### config.mk
export PLATFORM = sky130hd
export DESIGN_NAME = nearest_color_palette_table_top
export DESIGN_NICKNAME = d
export VERILOG_FILES = /design/src/rtl/core/ncp_pkg.sv /design/src/rtl/core/ncp_front.sv /design/src/rtl/core/ncp_queue.sv /design/src/rtl/core/ncp_engine.sv /design/src/rtl/core/nearest_color_palette_table_top.sv
export SDC_FILE = /design/constraint.sdc
export NUM_CORES = 2
export LEC_CHECK = 0
export ABC_AREA = 1
export BUFFER_PORTS_ARGS = -buffer_cell sky130_fd_sc_hd__buf_2
export CAP_MARGIN = 10
export CORE_MARGIN = 2
export CORE_UTILIZATION = 30
export CTS_CLUSTER_DIAMETER = 80
export CTS_CLUSTER_SIZE = 28
export DETAILED_ROUTE_END_ITERATION = 12
export GPL_TIMING_DRIVEN = 0
export PLACE_DENSITY = 0.53
export RECOVER_POWER = 100
export SKIP_CTS_REPAIR_TIMING = 1
export SYNTH_ARGS = -nofsm -noshare
export SYNTH_HDL_FRONTEND = slang
export SYNTH_SLANG_ARGS = --single-unit
### constraint.sdc
create_clock -name clk -period 9.36 [get_ports clk]
set_input_delay 1.872 -clock clk [delete_from_list [all_inputs] [get_ports clk]]
set_output_delay 1.872 -clock clk [all_outputs]
set_load 0.1 [all_outputs]
### src/rtl/core/ncp_pkg.sv
// Shared constants, codes and types of the nearest color palette table.
`default_nettype none

package ncp_pkg;

  localparam int unsigned ENTRIES_DEF      = 64;
  localparam int unsigned CHANNEL_BITS_DEF = 16;
  localparam int unsigned QUEUE_DEPTH      = 2;

  localparam int unsigned KEY_CH_W  = 16;
  localparam int unsigned MODE_W    = 2;
  localparam int unsigned IDX_FLD_W = 6;
  localparam int unsigned STATUS_W  = 3;
  localparam int unsigned SLOT_W    = 6;
  localparam int unsigned DIST_W    = 18;
  localparam int unsigned OCC_W     = 7;

  localparam int unsigned CFG_ADDR_W = 3;
  localparam int unsigned CFG_DATA_W = 32;
  localparam logic [0:0]  CFG_REG_TOLERANCE = 1'b0;

  localparam logic [MODE_W-1:0] MODE_LOOKUP = 2'd0;
  localparam logic [MODE_W-1:0] MODE_ADD    = 2'd1;
  localparam logic [MODE_W-1:0] MODE_REMOVE = 2'd2;

  localparam logic [STATUS_W-1:0] ST_HIT     = 3'd0;
  localparam logic [STATUS_W-1:0] ST_MISS    = 3'd1;
  localparam logic [STATUS_W-1:0] ST_ADDED   = 3'd2;
  localparam logic [STATUS_W-1:0] ST_FULL    = 3'd3;
  localparam logic [STATUS_W-1:0] ST_REMOVED = 3'd4;
  localparam logic [STATUS_W-1:0] ST_BADIDX  = 3'd5;

  typedef enum logic [1:0] {
    OP_LOOKUP,
    OP_ADD,
    OP_REMOVE
  } ncp_op_t;

  typedef struct packed {
    ncp_op_t                op;
    logic [KEY_CH_W-1:0]    red;
    logic [KEY_CH_W-1:0]    green;
    logic [KEY_CH_W-1:0]    blue;
    logic [IDX_FLD_W-1:0]   entry_index;
  } ncp_cmd_t;

  typedef struct packed {
    logic [STATUS_W-1:0] status;
    logic [SLOT_W-1:0]   slot;
    logic [DIST_W-1:0]   distance;
    logic [OCC_W-1:0]    occupancy;
  } ncp_res_t;

endpackage

`default_nettype wire

### src/rtl/core/ncp_front.sv
// Request front end: registers an incoming request, decodes its mode and masks the key.
`default_nettype none

module ncp_front #(
  parameter int unsigned CHANNEL_BITS = ncp_pkg::CHANNEL_BITS_DEF
) (
  input  wire                               clk,
  input  wire                               rst_n,
  input  wire                               in_valid,
  output logic                              in_ready,
  input  wire [ncp_pkg::MODE_W-1:0]         in_mode,
  input  wire [ncp_pkg::KEY_CH_W-1:0]       in_red,
  input  wire [ncp_pkg::KEY_CH_W-1:0]       in_green,
  input  wire [ncp_pkg::KEY_CH_W-1:0]       in_blue,
  input  wire [ncp_pkg::IDX_FLD_W-1:0]      in_entry_index,
  output logic                              push_valid,
  input  wire                               push_ready,
  output ncp_pkg::ncp_cmd_t                 push_cmd
);

  localparam logic [ncp_pkg::KEY_CH_W-1:0] CH_MASK =
    ncp_pkg::KEY_CH_W'((33'd1 << CHANNEL_BITS) - 33'd1);

  logic              valid_r;
  logic              valid_nxt;
  ncp_pkg::ncp_cmd_t cmd_r;
  ncp_pkg::ncp_cmd_t cmd_nxt;
  logic              take;

  assign in_ready   = !valid_r || push_ready;
  assign take       = in_valid && in_ready;
  assign push_valid = valid_r;
  assign push_cmd   = cmd_r;

  always_comb begin
    cmd_nxt = cmd_r;
    if (take) begin
      unique case (in_mode)
        ncp_pkg::MODE_ADD:    cmd_nxt.op = ncp_pkg::OP_ADD;
        ncp_pkg::MODE_REMOVE: cmd_nxt.op = ncp_pkg::OP_REMOVE;
        default:              cmd_nxt.op = ncp_pkg::OP_LOOKUP;
      endcase
      cmd_nxt.red         = in_red & CH_MASK;
      cmd_nxt.green       = in_green & CH_MASK;
      cmd_nxt.blue        = in_blue & CH_MASK;
      cmd_nxt.entry_index = in_entry_index;
    end
  end

  assign valid_nxt = take || (valid_r && !push_ready);

  always_ff @(posedge clk) begin
    if (!rst_n) begin
      valid_r <= 1'b0;
    end else begin
      valid_r <= valid_nxt;
    end
  end

  always_ff @(posedge clk) begin
    cmd_r <= cmd_nxt;
  end

endmodule

`default_nettype wire

### src/rtl/core/ncp_queue.sv
// Short request queue between the front end and the table engine.
`default_nettype none

module ncp_queue #(
  parameter int unsigned DEPTH = ncp_pkg::QUEUE_DEPTH
) (
  input  wire               clk,
  input  wire               rst_n,
  input  wire               wr_valid,
  output logic              wr_ready,
  input  ncp_pkg::ncp_cmd_t wr_cmd,
  output logic              rd_valid,
  input  wire               rd_ready,
  output ncp_pkg::ncp_cmd_t rd_cmd
);

  localparam int unsigned PTR_W = (DEPTH > 1) ? $clog2(DEPTH) : 1;
  localparam int unsigned CNT_W = $clog2(DEPTH + 1);

  ncp_pkg::ncp_cmd_t slots_r [DEPTH];
  logic [PTR_W-1:0]  wr_ptr_r;
  logic [PTR_W-1:0]  wr_ptr_nxt;
  logic [PTR_W-1:0]  rd_ptr_r;
  logic [PTR_W-1:0]  rd_ptr_nxt;
  logic [CNT_W-1:0]  fill_r;
  logic [CNT_W-1:0]  fill_nxt;
  logic              do_wr;
  logic              do_rd;

  assign wr_ready = (fill_r != CNT_W'(DEPTH));
  assign rd_valid = (fill_r != '0);
  assign rd_cmd   = slots_r[rd_ptr_r];
  assign do_wr    = wr_valid && wr_ready;
  assign do_rd    = rd_valid && rd_ready;

  always_comb begin
    wr_ptr_nxt = wr_ptr_r;
    rd_ptr_nxt = rd_ptr_r;
    fill_nxt   = fill_r;
    if (do_wr) begin
      wr_ptr_nxt = (wr_ptr_r == PTR_W'(DEPTH - 1)) ? '0 : wr_ptr_r + PTR_W'(1);
    end
    if (do_rd) begin
      rd_ptr_nxt = (rd_ptr_r == PTR_W'(DEPTH - 1)) ? '0 : rd_ptr_r + PTR_W'(1);
    end
    if (do_wr && !do_rd) begin
      fill_nxt = fill_r + CNT_W'(1);
    end else if (do_rd && !do_wr) begin
      fill_nxt = fill_r - CNT_W'(1);
    end
  end

  always_ff @(posedge clk) begin
    if (!rst_n) begin
      wr_ptr_r <= '0;
      rd_ptr_r <= '0;
      fill_r   <= '0;
    end else begin
      wr_ptr_r <= wr_ptr_nxt;
      rd_ptr_r <= rd_ptr_nxt;
      fill_r   <= fill_nxt;
    end
  end

  always_ff @(posedge clk) begin
    if (do_wr) begin
      slots_r[wr_ptr_r] <= wr_cmd;
    end
  end

endmodule

`default_nettype wire

### src/rtl/core/ncp_engine.sv
// Table engine: palette memory, entry count, nearest-color scan and result register.
`default_nettype none

module ncp_engine #(
  parameter int unsigned ENTRIES      = ncp_pkg::ENTRIES_DEF,
  parameter int unsigned CHANNEL_BITS = ncp_pkg::CHANNEL_BITS_DEF
) (
  input  wire                            clk,
  input  wire                            rst_n,
  input  wire [ncp_pkg::DIST_W-1:0]      tolerance,
  input  wire                            cmd_valid,
  output logic                           cmd_ready,
  input  ncp_pkg::ncp_cmd_t              cmd,
  output logic                           res_valid,
  input  wire                            res_ready,
  output ncp_pkg::ncp_res_t              res
);

  localparam int unsigned IDX_W  = (ENTRIES > 1) ? $clog2(ENTRIES) : 1;
  localparam int unsigned CNT_W  = $clog2(ENTRIES + 1);
  localparam int unsigned CB     = CHANNEL_BITS;
  localparam int unsigned WORD_W = 3 * CB;

  localparam logic [2:0] S_IDLE   = 3'd0;
  localparam logic [2:0] S_START  = 3'd1;
  localparam logic [2:0] S_SCAN   = 3'd2;
  localparam logic [2:0] S_RMWR   = 3'd3;
  localparam logic [2:0] S_DECIDE = 3'd4;
  localparam logic [2:0] S_RESULT = 3'd5;

  logic [WORD_W-1:0] mem [ENTRIES];

  logic [2:0]                    state_r;
  logic [2:0]                    state_nxt;
  ncp_pkg::ncp_cmd_t             cmd_r;
  logic [CNT_W-1:0]              count_r;
  logic [CNT_W-1:0]              count_nxt;
  logic [CNT_W-1:0]              scan_addr_r;
  logic                          v1_r;
  logic                          v2_r;
  logic [IDX_W-1:0]              tag1_r;
  logic [IDX_W-1:0]              tag2_r;
  logic [WORD_W-1:0]             rdata_r;
  logic [ncp_pkg::DIST_W-1:0]    dist_r;
  logic [ncp_pkg::DIST_W-1:0]    dist_nxt;
  logic [ncp_pkg::DIST_W-1:0]    best_dis_r;
  logic [IDX_W-1:0]              best_idx_r;
  logic [ncp_pkg::STATUS_W-1:0]  rstat_r;
  logic [ncp_pkg::STATUS_W-1:0]  rstat_nxt;
  logic [ncp_pkg::SLOT_W-1:0]    rslot_r;
  logic [ncp_pkg::SLOT_W-1:0]    rslot_nxt;
  logic [ncp_pkg::DIST_W-1:0]    rdist_r;
  logic [ncp_pkg::DIST_W-1:0]    rdist_nxt;
  logic                          out_valid_r;
  ncp_pkg::ncp_res_t             out_r;

  logic [CNT_W-1:0]              last_idx;
  logic [31:0]                   idx_ext;
  logic                          idx_ok;
  logic                          scan_issue;
  logic                          table_empty;
  logic                          table_full;
  logic                          is_hit;
  logic                          mem_we;
  logic [IDX_W-1:0]              mem_waddr;
  logic [WORD_W-1:0]             mem_wdata;
  logic [IDX_W-1:0]              mem_raddr;
  logic [WORD_W-1:0]             key_word;
  logic [CB-1:0]                 pr;
  logic [CB-1:0]                 pg;
  logic [CB-1:0]                 pb;
  logic [CB-1:0]                 ar;
  logic [CB-1:0]                 ag;
  logic [CB-1:0]                 ab;
  logic                          load_out;

  assign cmd_ready   = (state_r == S_IDLE);
  assign res_valid   = out_valid_r;
  assign res         = out_r;

  assign last_idx    = count_r - CNT_W'(1);
  assign idx_ext     = 32'(cmd_r.entry_index);
  assign idx_ok      = idx_ext < 32'(count_r);
  assign scan_issue  = (state_r == S_SCAN) && (scan_addr_r < count_r);
  assign table_empty = (count_r == '0);
  assign table_full  = (count_r >= CNT_W'(ENTRIES));
  assign is_hit      = !table_empty && (best_dis_r <= tolerance);
  assign key_word    = {cmd_r.red[CB-1:0], cmd_r.green[CB-1:0], cmd_r.blue[CB-1:0]};
  assign load_out    = (state_r == S_RESULT) && (!out_valid_r || res_ready);

  // Distance of the word read last cycle to the key.
  assign pr = rdata_r[3*CB-1:2*CB];
  assign pg = rdata_r[2*CB-1:CB];
  assign pb = rdata_r[CB-1:0];
  assign ar = (pr >= cmd_r.red[CB-1:0])   ? pr - cmd_r.red[CB-1:0]   : cmd_r.red[CB-1:0] - pr;
  assign ag = (pg >= cmd_r.green[CB-1:0]) ? pg - cmd_r.green[CB-1:0] : cmd_r.green[CB-1:0] - pg;
  assign ab = (pb >= cmd_r.blue[CB-1:0])  ? pb - cmd_r.blue[CB-1:0]  : cmd_r.blue[CB-1:0] - pb;
  assign dist_nxt = ncp_pkg::DIST_W'(ar) + ncp_pkg::DIST_W'(ag) + ncp_pkg::DIST_W'(ab);

  always_comb begin
    mem_raddr = scan_addr_r[IDX_W-1:0];
    if (state_r == S_START) begin
      mem_raddr = last_idx[IDX_W-1:0];
    end
  end

  always_comb begin
    state_nxt = state_r;
    count_nxt = count_r;
    rstat_nxt = rstat_r;
    rslot_nxt = rslot_r;
    rdist_nxt = rdist_r;
    mem_we    = 1'b0;
    mem_waddr = count_r[IDX_W-1:0];
    mem_wdata = key_word;
    unique case (state_r)
      S_IDLE: begin
        if (cmd_valid) begin
          state_nxt = S_START;
        end
      end
      S_START: begin
        if (cmd_r.op == ncp_pkg::OP_REMOVE) begin
          if (idx_ok) begin
            state_nxt = S_RMWR;
          end else begin
            rstat_nxt = ncp_pkg::ST_BADIDX;
            rslot_nxt = '0;
            rdist_nxt = '0;
            state_nxt = S_RESULT;
          end
        end else begin
          state_nxt = S_SCAN;
        end
      end
      S_SCAN: begin
        if (!scan_issue && !v1_r && !v2_r) begin
          state_nxt = S_DECIDE;
        end
      end
      S_RMWR: begin
        // The last valid entry moves into the freed slot.
        mem_we    = 1'b1;
        mem_waddr = idx_ext[IDX_W-1:0];
        mem_wdata = rdata_r;
        count_nxt = last_idx;
        rstat_nxt = ncp_pkg::ST_REMOVED;
        rslot_nxt = '0;
        rdist_nxt = '0;
        state_nxt = S_RESULT;
      end
      S_DECIDE: begin
        rdist_nxt = table_empty ? '0 : best_dis_r;
        rslot_nxt = '0;
        priority if (is_hit) begin
          rstat_nxt = ncp_pkg::ST_HIT;
          rslot_nxt = ncp_pkg::SLOT_W'(32'(best_idx_r));
        end else if (cmd_r.op != ncp_pkg::OP_ADD) begin
          rstat_nxt = ncp_pkg::ST_MISS;
        end else if (table_full) begin
          rstat_nxt = ncp_pkg::ST_FULL;
        end else begin
          mem_we    = 1'b1;
          rstat_nxt = ncp_pkg::ST_ADDED;
          rslot_nxt = ncp_pkg::SLOT_W'(32'(count_r));
          count_nxt = count_r + CNT_W'(1);
        end
        state_nxt = S_RESULT;
      end
      S_RESULT: begin
        if (load_out) begin
          state_nxt = S_IDLE;
        end
      end
      default: begin
        state_nxt = S_IDLE;
      end
    endcase
  end

  always_ff @(posedge clk) begin
    if (!rst_n) begin
      state_r     <= S_IDLE;
      count_r     <= '0;
      v1_r        <= 1'b0;
      v2_r        <= 1'b0;
      out_valid_r <= 1'b0;
    end else begin
      state_r <= state_nxt;
      count_r <= count_nxt;
      v1_r    <= scan_issue;
      v2_r    <= v1_r;
      if (load_out) begin
        out_valid_r <= 1'b1;
      end else if (res_ready) begin
        out_valid_r <= 1'b0;
      end
    end
  end

  always_ff @(posedge clk) begin
    if (cmd_valid && cmd_ready) begin
      cmd_r <= cmd;
    end
    if (state_r == S_START) begin
      scan_addr_r <= '0;
      best_dis_r  <= '1;
      best_idx_r  <= '0;
    end else begin
      if (scan_issue) begin
        scan_addr_r <= scan_addr_r + CNT_W'(1);
      end
      // Strict compare keeps the lowest index on ties.
      if (v2_r && (dist_r < best_dis_r)) begin
        best_dis_r <= dist_r;
        best_idx_r <= tag2_r;
      end
    end
    tag1_r  <= scan_addr_r[IDX_W-1:0];
    tag2_r  <= tag1_r;
    dist_r  <= dist_nxt;
    rstat_r <= rstat_nxt;
    rslot_r <= rslot_nxt;
    rdist_r <= rdist_nxt;
    if (load_out) begin
      out_r.status    <= rstat_r;
      out_r.slot      <= rslot_r;
      out_r.distance  <= rdist_r;
      out_r.occupancy <= ncp_pkg::OCC_W'(32'(count_r));
    end
  end

  always_ff @(posedge clk) begin
    if (mem_we) begin
      mem[mem_waddr] <= mem_wdata;
    end
    rdata_r <= mem[mem_raddr];
  end

`ifndef SYNTHESIS
  a_count_bound: assert property (@(posedge clk) disable iff (!rst_n)
    count_r <= CNT_W'(ENTRIES))
    else $error("entry count above table size");

  a_remove_shrinks: assert property (@(posedge clk) disable iff (!rst_n)
    (state_r == S_RMWR) |=> (count_r == $past(count_r) - CNT_W'(1)))
    else $error("remove did not shrink the table by one");

  a_best_in_range: assert property (@(posedge clk) disable iff (!rst_n)
    (state_r == S_DECIDE && !table_empty) |-> (32'(best_idx_r) < 32'(count_r)))
    else $error("nearest entry outside the valid range");

  a_pipe_in_scan: assert property (@(posedge clk) disable iff (!rst_n)
    (v1_r || v2_r) |-> (state_r == S_SCAN))
    else $error("scan pipeline busy outside a scan");

  a_result_source: assert property (@(posedge clk) disable iff (!rst_n)
    $rose(out_valid_r) |-> $past(state_r == S_RESULT))
    else $error("result loaded outside the result state");
`endif

endmodule

`default_nettype wire

### src/rtl/core/nearest_color_palette_table_top.sv
// Top level of the nearest color palette table: stream ports, register port and wiring.
`default_nettype none

// Channel    Dir  Handshake              Payload
// in_*       in   in_tvalid/in_tready    tuser: mode; tdata: red, green, blue, entry_index
// out_*      out  out_tvalid/out_tready  tuser: status; tdata: slot, distance, occupancy
// cfg_*      in   psel/penable, pready=1 register 0 (byte address 0): tolerance
//
// A lookup or add scans the palette one entry per cycle, then decides hit, miss, added or full;
// a remove moves the last valid entry into the freed slot, and a remove at an invalid index
// reports a bad index without touching the table. The engine takes the next queued request
// only when idle, that is after its last result has been loaded into the output register.
// Reset (rst_n low, synchronous) empties the table and clears the tolerance; the palette
// memory is not cleared. A two-entry queue feeds the engine, and an untaken result stalls it.

module nearest_color_palette_table_top #(
  parameter int unsigned ENTRIES      = ncp_pkg::ENTRIES_DEF,
  parameter int unsigned CHANNEL_BITS = ncp_pkg::CHANNEL_BITS_DEF
) (
  input  wire                               clk,
  input  wire                               rst_n,
  // Input requests.
  input  wire                               in_tvalid,
  output logic                              in_tready,
  input  wire [55:0]                        in_tdata,   // red, green, blue, entry_index
  input  wire [1:0]                         in_tuser,   // mode
  // Results.
  output logic                              out_tvalid,
  input  wire                               out_tready,
  output logic [31:0]                       out_tdata,  // slot, distance, occupancy
  output logic [2:0]                        out_tuser,  // status
  // Register port.
  input  wire                               cfg_psel,
  input  wire                               cfg_penable,
  input  wire                               cfg_pwrite,
  input  wire [ncp_pkg::CFG_ADDR_W-1:0]     cfg_paddr,
  input  wire [ncp_pkg::CFG_DATA_W-1:0]     cfg_pwdata,
  output logic [ncp_pkg::CFG_DATA_W-1:0]    cfg_prdata,
  output logic                              cfg_pready
);

  logic [ncp_pkg::DIST_W-1:0] tol_r;
  logic [ncp_pkg::DIST_W-1:0] tol_nxt;
  logic                       cfg_wr;
  logic                       cfg_hit;

  logic                       fq_valid;
  logic                       fq_ready;
  ncp_pkg::ncp_cmd_t          fq_cmd;
  logic                       qe_valid;
  logic                       qe_ready;
  ncp_pkg::ncp_cmd_t          qe_cmd;
  ncp_pkg::ncp_res_t          res;

  // Register port: one register, selected by byte address bit 2, written in the
  // access cycle of a transfer.
  assign cfg_pready = 1'b1;
  assign cfg_hit    = (cfg_paddr[2] == ncp_pkg::CFG_REG_TOLERANCE);
  assign cfg_wr     = cfg_psel && cfg_penable && cfg_pwrite && cfg_pready && cfg_hit;
  assign tol_nxt    = cfg_wr ? cfg_pwdata[ncp_pkg::DIST_W-1:0] : tol_r;
  assign cfg_prdata = cfg_hit ? ncp_pkg::CFG_DATA_W'(tol_r) : '0;

  always_ff @(posedge clk) begin
    if (!rst_n) begin
      tol_r <= '0;
    end else begin
      tol_r <= tol_nxt;
    end
  end

  ncp_front #(
    .CHANNEL_BITS (CHANNEL_BITS)
  ) u_front (
    .clk            (clk),
    .rst_n          (rst_n),
    .in_valid       (in_tvalid),
    .in_ready       (in_tready),
    .in_mode        (in_tuser),
    .in_red         (in_tdata[15:0]),
    .in_green       (in_tdata[31:16]),
    .in_blue        (in_tdata[47:32]),
    .in_entry_index (in_tdata[53:48]),
    .push_valid     (fq_valid),
    .push_ready     (fq_ready),
    .push_cmd       (fq_cmd)
  );

  ncp_queue #(
    .DEPTH (ncp_pkg::QUEUE_DEPTH)
  ) u_queue (
    .clk      (clk),
    .rst_n    (rst_n),
    .wr_valid (fq_valid),
    .wr_ready (fq_ready),
    .wr_cmd   (fq_cmd),
    .rd_valid (qe_valid),
    .rd_ready (qe_ready),
    .rd_cmd   (qe_cmd)
  );

  ncp_engine #(
    .ENTRIES      (ENTRIES),
    .CHANNEL_BITS (CHANNEL_BITS)
  ) u_engine (
    .clk       (clk),
    .rst_n     (rst_n),
    .tolerance (tol_r),
    .cmd_valid (qe_valid),
    .cmd_ready (qe_ready),
    .cmd       (qe_cmd),
    .res_valid (out_tvalid),
    .res_ready (out_tready),
    .res       (res)
  );

  // The result word is packed from the lowest bit up; the top bit is padding.
  assign out_tdata = {1'b0, res.occupancy, res.distance, res.slot};
  assign out_tuser = res.status;

endmodule

`default_nettype wire
==> Word-level counts from Yosys, hierarchy flattened <==
Memories as Yosys holds them, arrays and structs flattened. A register that Yosys moved wholly into a read port is not among the register bits.
Index checks and enable logic that the tools add are counted.
{ "op_classes": {"add_sub_neg": 15, "order_cmp": 8, "eq_ne": 18, "mux": 48, "n_bitwise": 1, "reduce_logical": 38} }
{ "op_table": {"columns": ["cell", "n"], "rows": [
  ["$sub 16x16->16", 6],
  ["$mux 18", 4],
  ["$pmux 18 s3", 1],
  ["$ge 16x16->1", 3],
  ["$mux 16", 3],
  ["$mux 48", 1],
  ["$mux 6", 7],
  ["$mux 3", 9],
  ["$mux 7", 3],
  ["$add 18x16->18", 1],
  ["$le 18x18->1", 1],
  ["$lt 18x18->1", 1],
  ["$pmux 6 s3", 1],
  ["$add 16x16->17", 1],
  ["$logic_and 1x1->1", 15],
  ["$pmux 3 s5", 1],
  ["$add 7x1->7 const B", 2],
  ["$ne 2x2->1 const B", 7],
  ["$pmux 7 s2", 1],
  ["$mux 1", 12],
  ["$logic_not 1->1", 9],
  ["$pmux 3 s3", 1],
  ["$reduce_bool 2->1", 4],
  ["$ge 7x7->1 const B", 1],
  ["23 further kinds", 33]
]} }
{ "totals": {"ff_bits": 214, "ramBits": 3184, "in_bits": 100, "out_inout_bits": 70, "elab_cells": 158, "mem_count": 2} }
{ "memory_table": {"columns": ["memory", "depth", "width", "read_ports", "rd_ports_with_merged_regs", "wr", "line", "text"], "rows": [
  ["u_engine.mem", 64, 48, 1, 1, 1, "ncp_engine.sv:31", "logic [WORD_W-1:0] mem [ENTRIES];"],
  ["u_queue.slots_r", 2, 56, 1, 1, 1, "ncp_queue.sv:20", "ncp_pkg::ncp_cmd_t slots_r [DEPTH];"]
]} }

==> Depth between registers and ports, before layout <==
{ "depth": {"ltp_word": 7, "mapped_depth": 34, "depth_no_buf": 33} }

==> Cells and area by module <==
A second synthesis with hierarchy kept.
{ "unflattened": {"hier_cells": 14803, "hier_area_um2": 155041.2} }
{ "modules_own_cells": {"columns": ["mod", "n_inst", "cells_each", "area_per_inst_um2", "seq_area_each_um2"], "rows": [
  ["ncp_engine", 1, 14349, 147755.5, 98204.2],
  ["ncp_queue", 1, 211, 4445.5, 3463.3],
  ["ncp_front", 1, 67, 1747.9, 1701.6],
  ["nearest_color_palette_table_top", 1, 176, 1092.3, 360.3]
]} }

==> Worst setup path after synthesis <==
Ideal clock, no wire load.
{ "synth_timing": {"path_kind": "input to output", "startpoint": "input port cfg_paddr[2] in the netlist's numbering", "endpoint": "output port cfg_prdata[10] in the netlist's numbering", "arrival_time_ns": 3.549, "required_time_ns": 7.488, "path_slack_ns": 3.939, "stages": 3, "n_path_buf": 2, "path_cell_list": "clkbuf_1 -> clkbuf_1 -> nor2_1"} }
{ "synth_via": {"elab_chain_len": 1} }
{ "synth_lines": {"columns": ["element", "line", "text"], "rows": [
  ["start: declaration", "nearest_color_palette_table_top.sv:36", "input wire [ncp_pkg::CFG_ADDR_W-1:0] cfg_paddr,"],
  ["$mux 18", "nearest_color_palette_table_top.sv:61", "assign cfg_prdata = cfg_hit ? ncp_pkg::CFG_DATA_W'(tol_r) : '0;"],
  ["end: declaration", "nearest_color_palette_table_top.sv:38", "output logic [ncp_pkg::CFG_DATA_W-1:0] cfg_prdata,"]
]} }
Every way passes these cells.

==> Worst setup path in the final report <==
{ "layout_timing": {"startpoint": "register u_engine.count_r[0]", "endpoint": "register u_engine.rdata_r[29], read port of u_engine.mem"} }
{ "layout_via": {"elab_chain_len": 2} }
{ "layout_lines": {"columns": ["element", "line", "text"], "rows": [
  ["start: declaration", "ncp_engine.sv:36", "logic [CNT_W-1:0] count_r;"],
  ["start signal: assignment", "ncp_engine.sv:190", "count_r <= count_nxt;"],
  ["$sub 7x1->7", "ncp_engine.sv:81", "assign last_idx = count_r - CNT_W'(1);"],
  ["$mux 6", "ncp_engine.sv:102", "if (state_r == S_START) begin"],
  ["end: declaration", "ncp_engine.sv:43", "logic [WORD_W-1:0] rdata_r;"]
]} }
Every way passes these cells.
A chain may end at the register's enable or synchronous reset.

==> impl_results.md <==
* Status: finished, violations left
* Failing checks: max-capacitance violations, max-slew violations
* Final HPWL DP at about 440000 um
* CTS H-Tree Depth at 4
* Largest stage delay on the critical path at 1.80 ns
* CTS tree: built
* Syn avg cell area at 10.6 um^2
* Cells after Synth at roughly 14000
* Post-layout net count at approximately 15000
* Gpl congestion at 0.946
* Initial antenna violation count at 51
* Final ANT Viol Nets at 0
* Clock slew at reported path FFs at about 0.1 ns
* Max cap viols at approximately 210
* Yosys top cell by area: edfxtp_1
* Dominant synthesized flop cell: edfxtp_1
* Critical Path Slowest Stage Cell: clkbuf_1
* Worst Tran Pin Value at between 4 and 5 ns
* Vias at 110000
* RSZ-0062 raised after global routing: no
* Largest net degree at the start of global routing at 57
* Via/cell ratio at 4.99
* CP arrival at 8.61 ns
* CP required at 10.14 ns
* Dpl cells at 21700
* Synth top area share at between 60% and 70%
* WL/cell at around 27 um
* Crit. End Element: flip-flop
* Seq cells post-synth at 3502
* Fill cells at 51600
* Post-synth ARST share at 0%
* Critical-path cell list: inv_1 > ha_1 > inv_1 > o21ai_0 > buf_2 > clkbuf_1 > clkbuf_1 > nand3_1 > nand3_1 > nand3_1 > nand3_1 > nand3_1 > nand2_1
* Register area at 104000 um^2
* Final Max Slew Viols at 4181
* Clock buffer depth at 4
* Wirelength, routed at 601000 um
* CTS Root Buffer Type: clkbuf_16
* Post-Route M1 WL at ~240000 um
* Setup violations, final at 0
* Wire length on met3 at 60600 um
* Most used cell, CP: nand3_1
* Clock sinks at between 3000 and 4000
* First-pass GRT wire length at 816000 um
* Relative slew slack at -194%
* Vias in the first global route at slightly above 100k
* Met2 routed wirelength at 261000 um
* Ports at 170
* CORE AREA at roughly 510000 um^2
* Chip height at a little over 700 um
* Crit Path Category: flip-flop to flip-flop
* Post-synth EDFFs at 3357
* Peak Freq at 128 MHz
* GRT Overall Usage at 22.4%
* TritonRoute pass-1 iters at 8
* DIE AREA at 519000 um^2
* Netlist cell types at 46
* Sequential fraction of the synthesis area at about two thirds
* Top-count cell post-synth: nand2_1
* Uppermost layer routed: met5
* Overflow after GRT at 0
* Initial DRC count at 15800
* Post-layout min period at 7.83 ns
* CTS Buf Count at 174
* Area growth syn-to-layout at 12.0%
* Worst hold path type: flip-flop to flip-flop
* Synth top area cells: edfxtp_1 (65%), nand2_1 (9.7%), nand3_1 (8.4%)
* Ys Warns at 0
* Synthesized area at 154000 um^2
* Layout cells sized above 1 at 6.72%
* Worst skew pair latency at 1.01 ns
* Remaining DRCs at 0
* Post-synth top cells: nand2_1 (3981), edfxtp_1 (3357), nand3_1 (2597)
* Layout Cells excl Fill at between 20000 and 25000
* Startpoint Class: flip-flop
* Setup Skew at 0.115 ns
* Starting Density at 30.1%
* Peak fanout along the critical path at 10
* Row cnt at 263
* I/O Buffers at 134
* Area occupied by multi-input gates at 38900 um^2
* Final Hold Fails at 0
* Die Wd at 721 um
* Tcrit/Tclk final at 83.7%
final timing paths:
kind	startpoint	end	slack (ns)	cells after the start
min	u_engine.tag1_r[2]	u_engine.tag2_r[2]	0.34	0
max	u_engine.count_r[0]	u_engine.rdata_r[29]	1.53	13
min reg2reg	u_engine.tag1_r[2]	u_engine.tag2_r[2]	0.34	0
max reg2reg	u_engine.count_r[0]	u_engine.rdata_r[29]	1.53	13
critical path: cells and delay by family, from the launching register on:
family | cells | cell delay [ns]
buffers and inverters | 5 | 3.22
and+or+nand+nor | 6 | 1.98
AOI/OAI and AO/OA | 1 | 1.48
DFF | 1 | 0.60
adders and majority gates | 1 | 0.35
layer usage:
layer | track usage (%) | up-vias
met1 | 29.9 | 53800
met2 | 34.7 | 5621
met4 | 11.9 | 6
met5 | 0.250 | -
li1 | - | 49600
met3 | 4.10 | 1035
final cells by class:
| class | count | area share [%] |
|---|---|---|
| diodes | 28 | 0.0406 |
| plain buffers | 804 | 2.19 |
| clock buffers | 190 | 2.63 |
| clock inverters | 110 | 0.713 |
| inverters | 2075 | 4.51 |
| multi-input cells | 8132 | 22.5 |
| flip-flops and latches | 3502 | 60.1 |
| well taps | 6757 | 4.90 |
| repair buffers | 435 | 2.43 |
state kept, by name (all words and copies together), names as in the netlist, 2 cells and up:
name,flops
u_engine.dist_r,18
u_engine.tag1_r,6
u_engine.tag2_r,6
u_engine.rdist_r,18
u_engine.cmd_r,56
u_engine.best_idx_r,6
u_engine.count_r,7
u_engine.rstat_r,3
u_engine.best_dis_r,18
u_engine.scan_addr_r,7
u_engine.rslot_r,6
tol_r,18
u_engine.rdata_r,48
u_queue.slots_r,112
u_engine.state_r,3
u_engine.mem,3072
u_front.push_cmd,56
u_engine.res,34
u_queue.fill_r,2
cell usage in the layout, fill, tap and decap left out, types with 12 or more instances in the layout:
master / n
buf_4: 37
nand4_1: 34
nand3b_1: 479
xor2_1: 68
clkbuf_1: 490
buf_2: 543
inv_1: 2061
o211ai_1: 99
xnor2_1: 14
edfxtp_1: 3357
clkinv_1: 21
nor2_1: 232
buf_16: 23
diode_2: 28
clkbuf_16: 180
o21ai_0: 172
a21oi_1: 162
buf_12: 118
inv_6: 23
ha_1: 175
buf_1: 30
a21o_1: 12
clkinv_4: 13
o21bai_1: 16
nand3_1: 2597
nand2_1: 3981
conb_1: 16
nor3_1: 23
dfxtp_1: 145
metrics by stage:
step	TNS, ns	utilization, %	hold WS [ns]	setup WS (ns)	cell area, um^2
2_1_floorplan	0	-	0.310	3.94	154000
3_3_place_gp	-4176.77	31.9	0.312	-3.06	163000
3_5_place_dp	0	33.3	0.315	3.57	171000
4_1_cts	0	34.4	0.341	3.52	176000
5_1_grt	0	33.7	0.356	1.59	173000
6_report	0	33.7	0.340	1.53	173000
cells by family (layout without fill, tap and decap cells):
kind of cell | Yosys count | after routing | share of synthesized area (%)
simple gates | 7351 | 7351 | 21.3
flops | 3502 | 3502 | 67.3
buf+inv | 2879 | 3614 | 7.51
compound gates | 499 | 499 | 1.89
fa+ha+maj | 183 | 183 | 1.53
xor+xnor | 82 | 82 | 0.466
other cells | 2 | 44 | 0.00487
mux | 1 | 1 | 0.00650
Power is not shown: default switching activity piles up to over one toggle a cycle in this logic, so the estimate is an artifact.
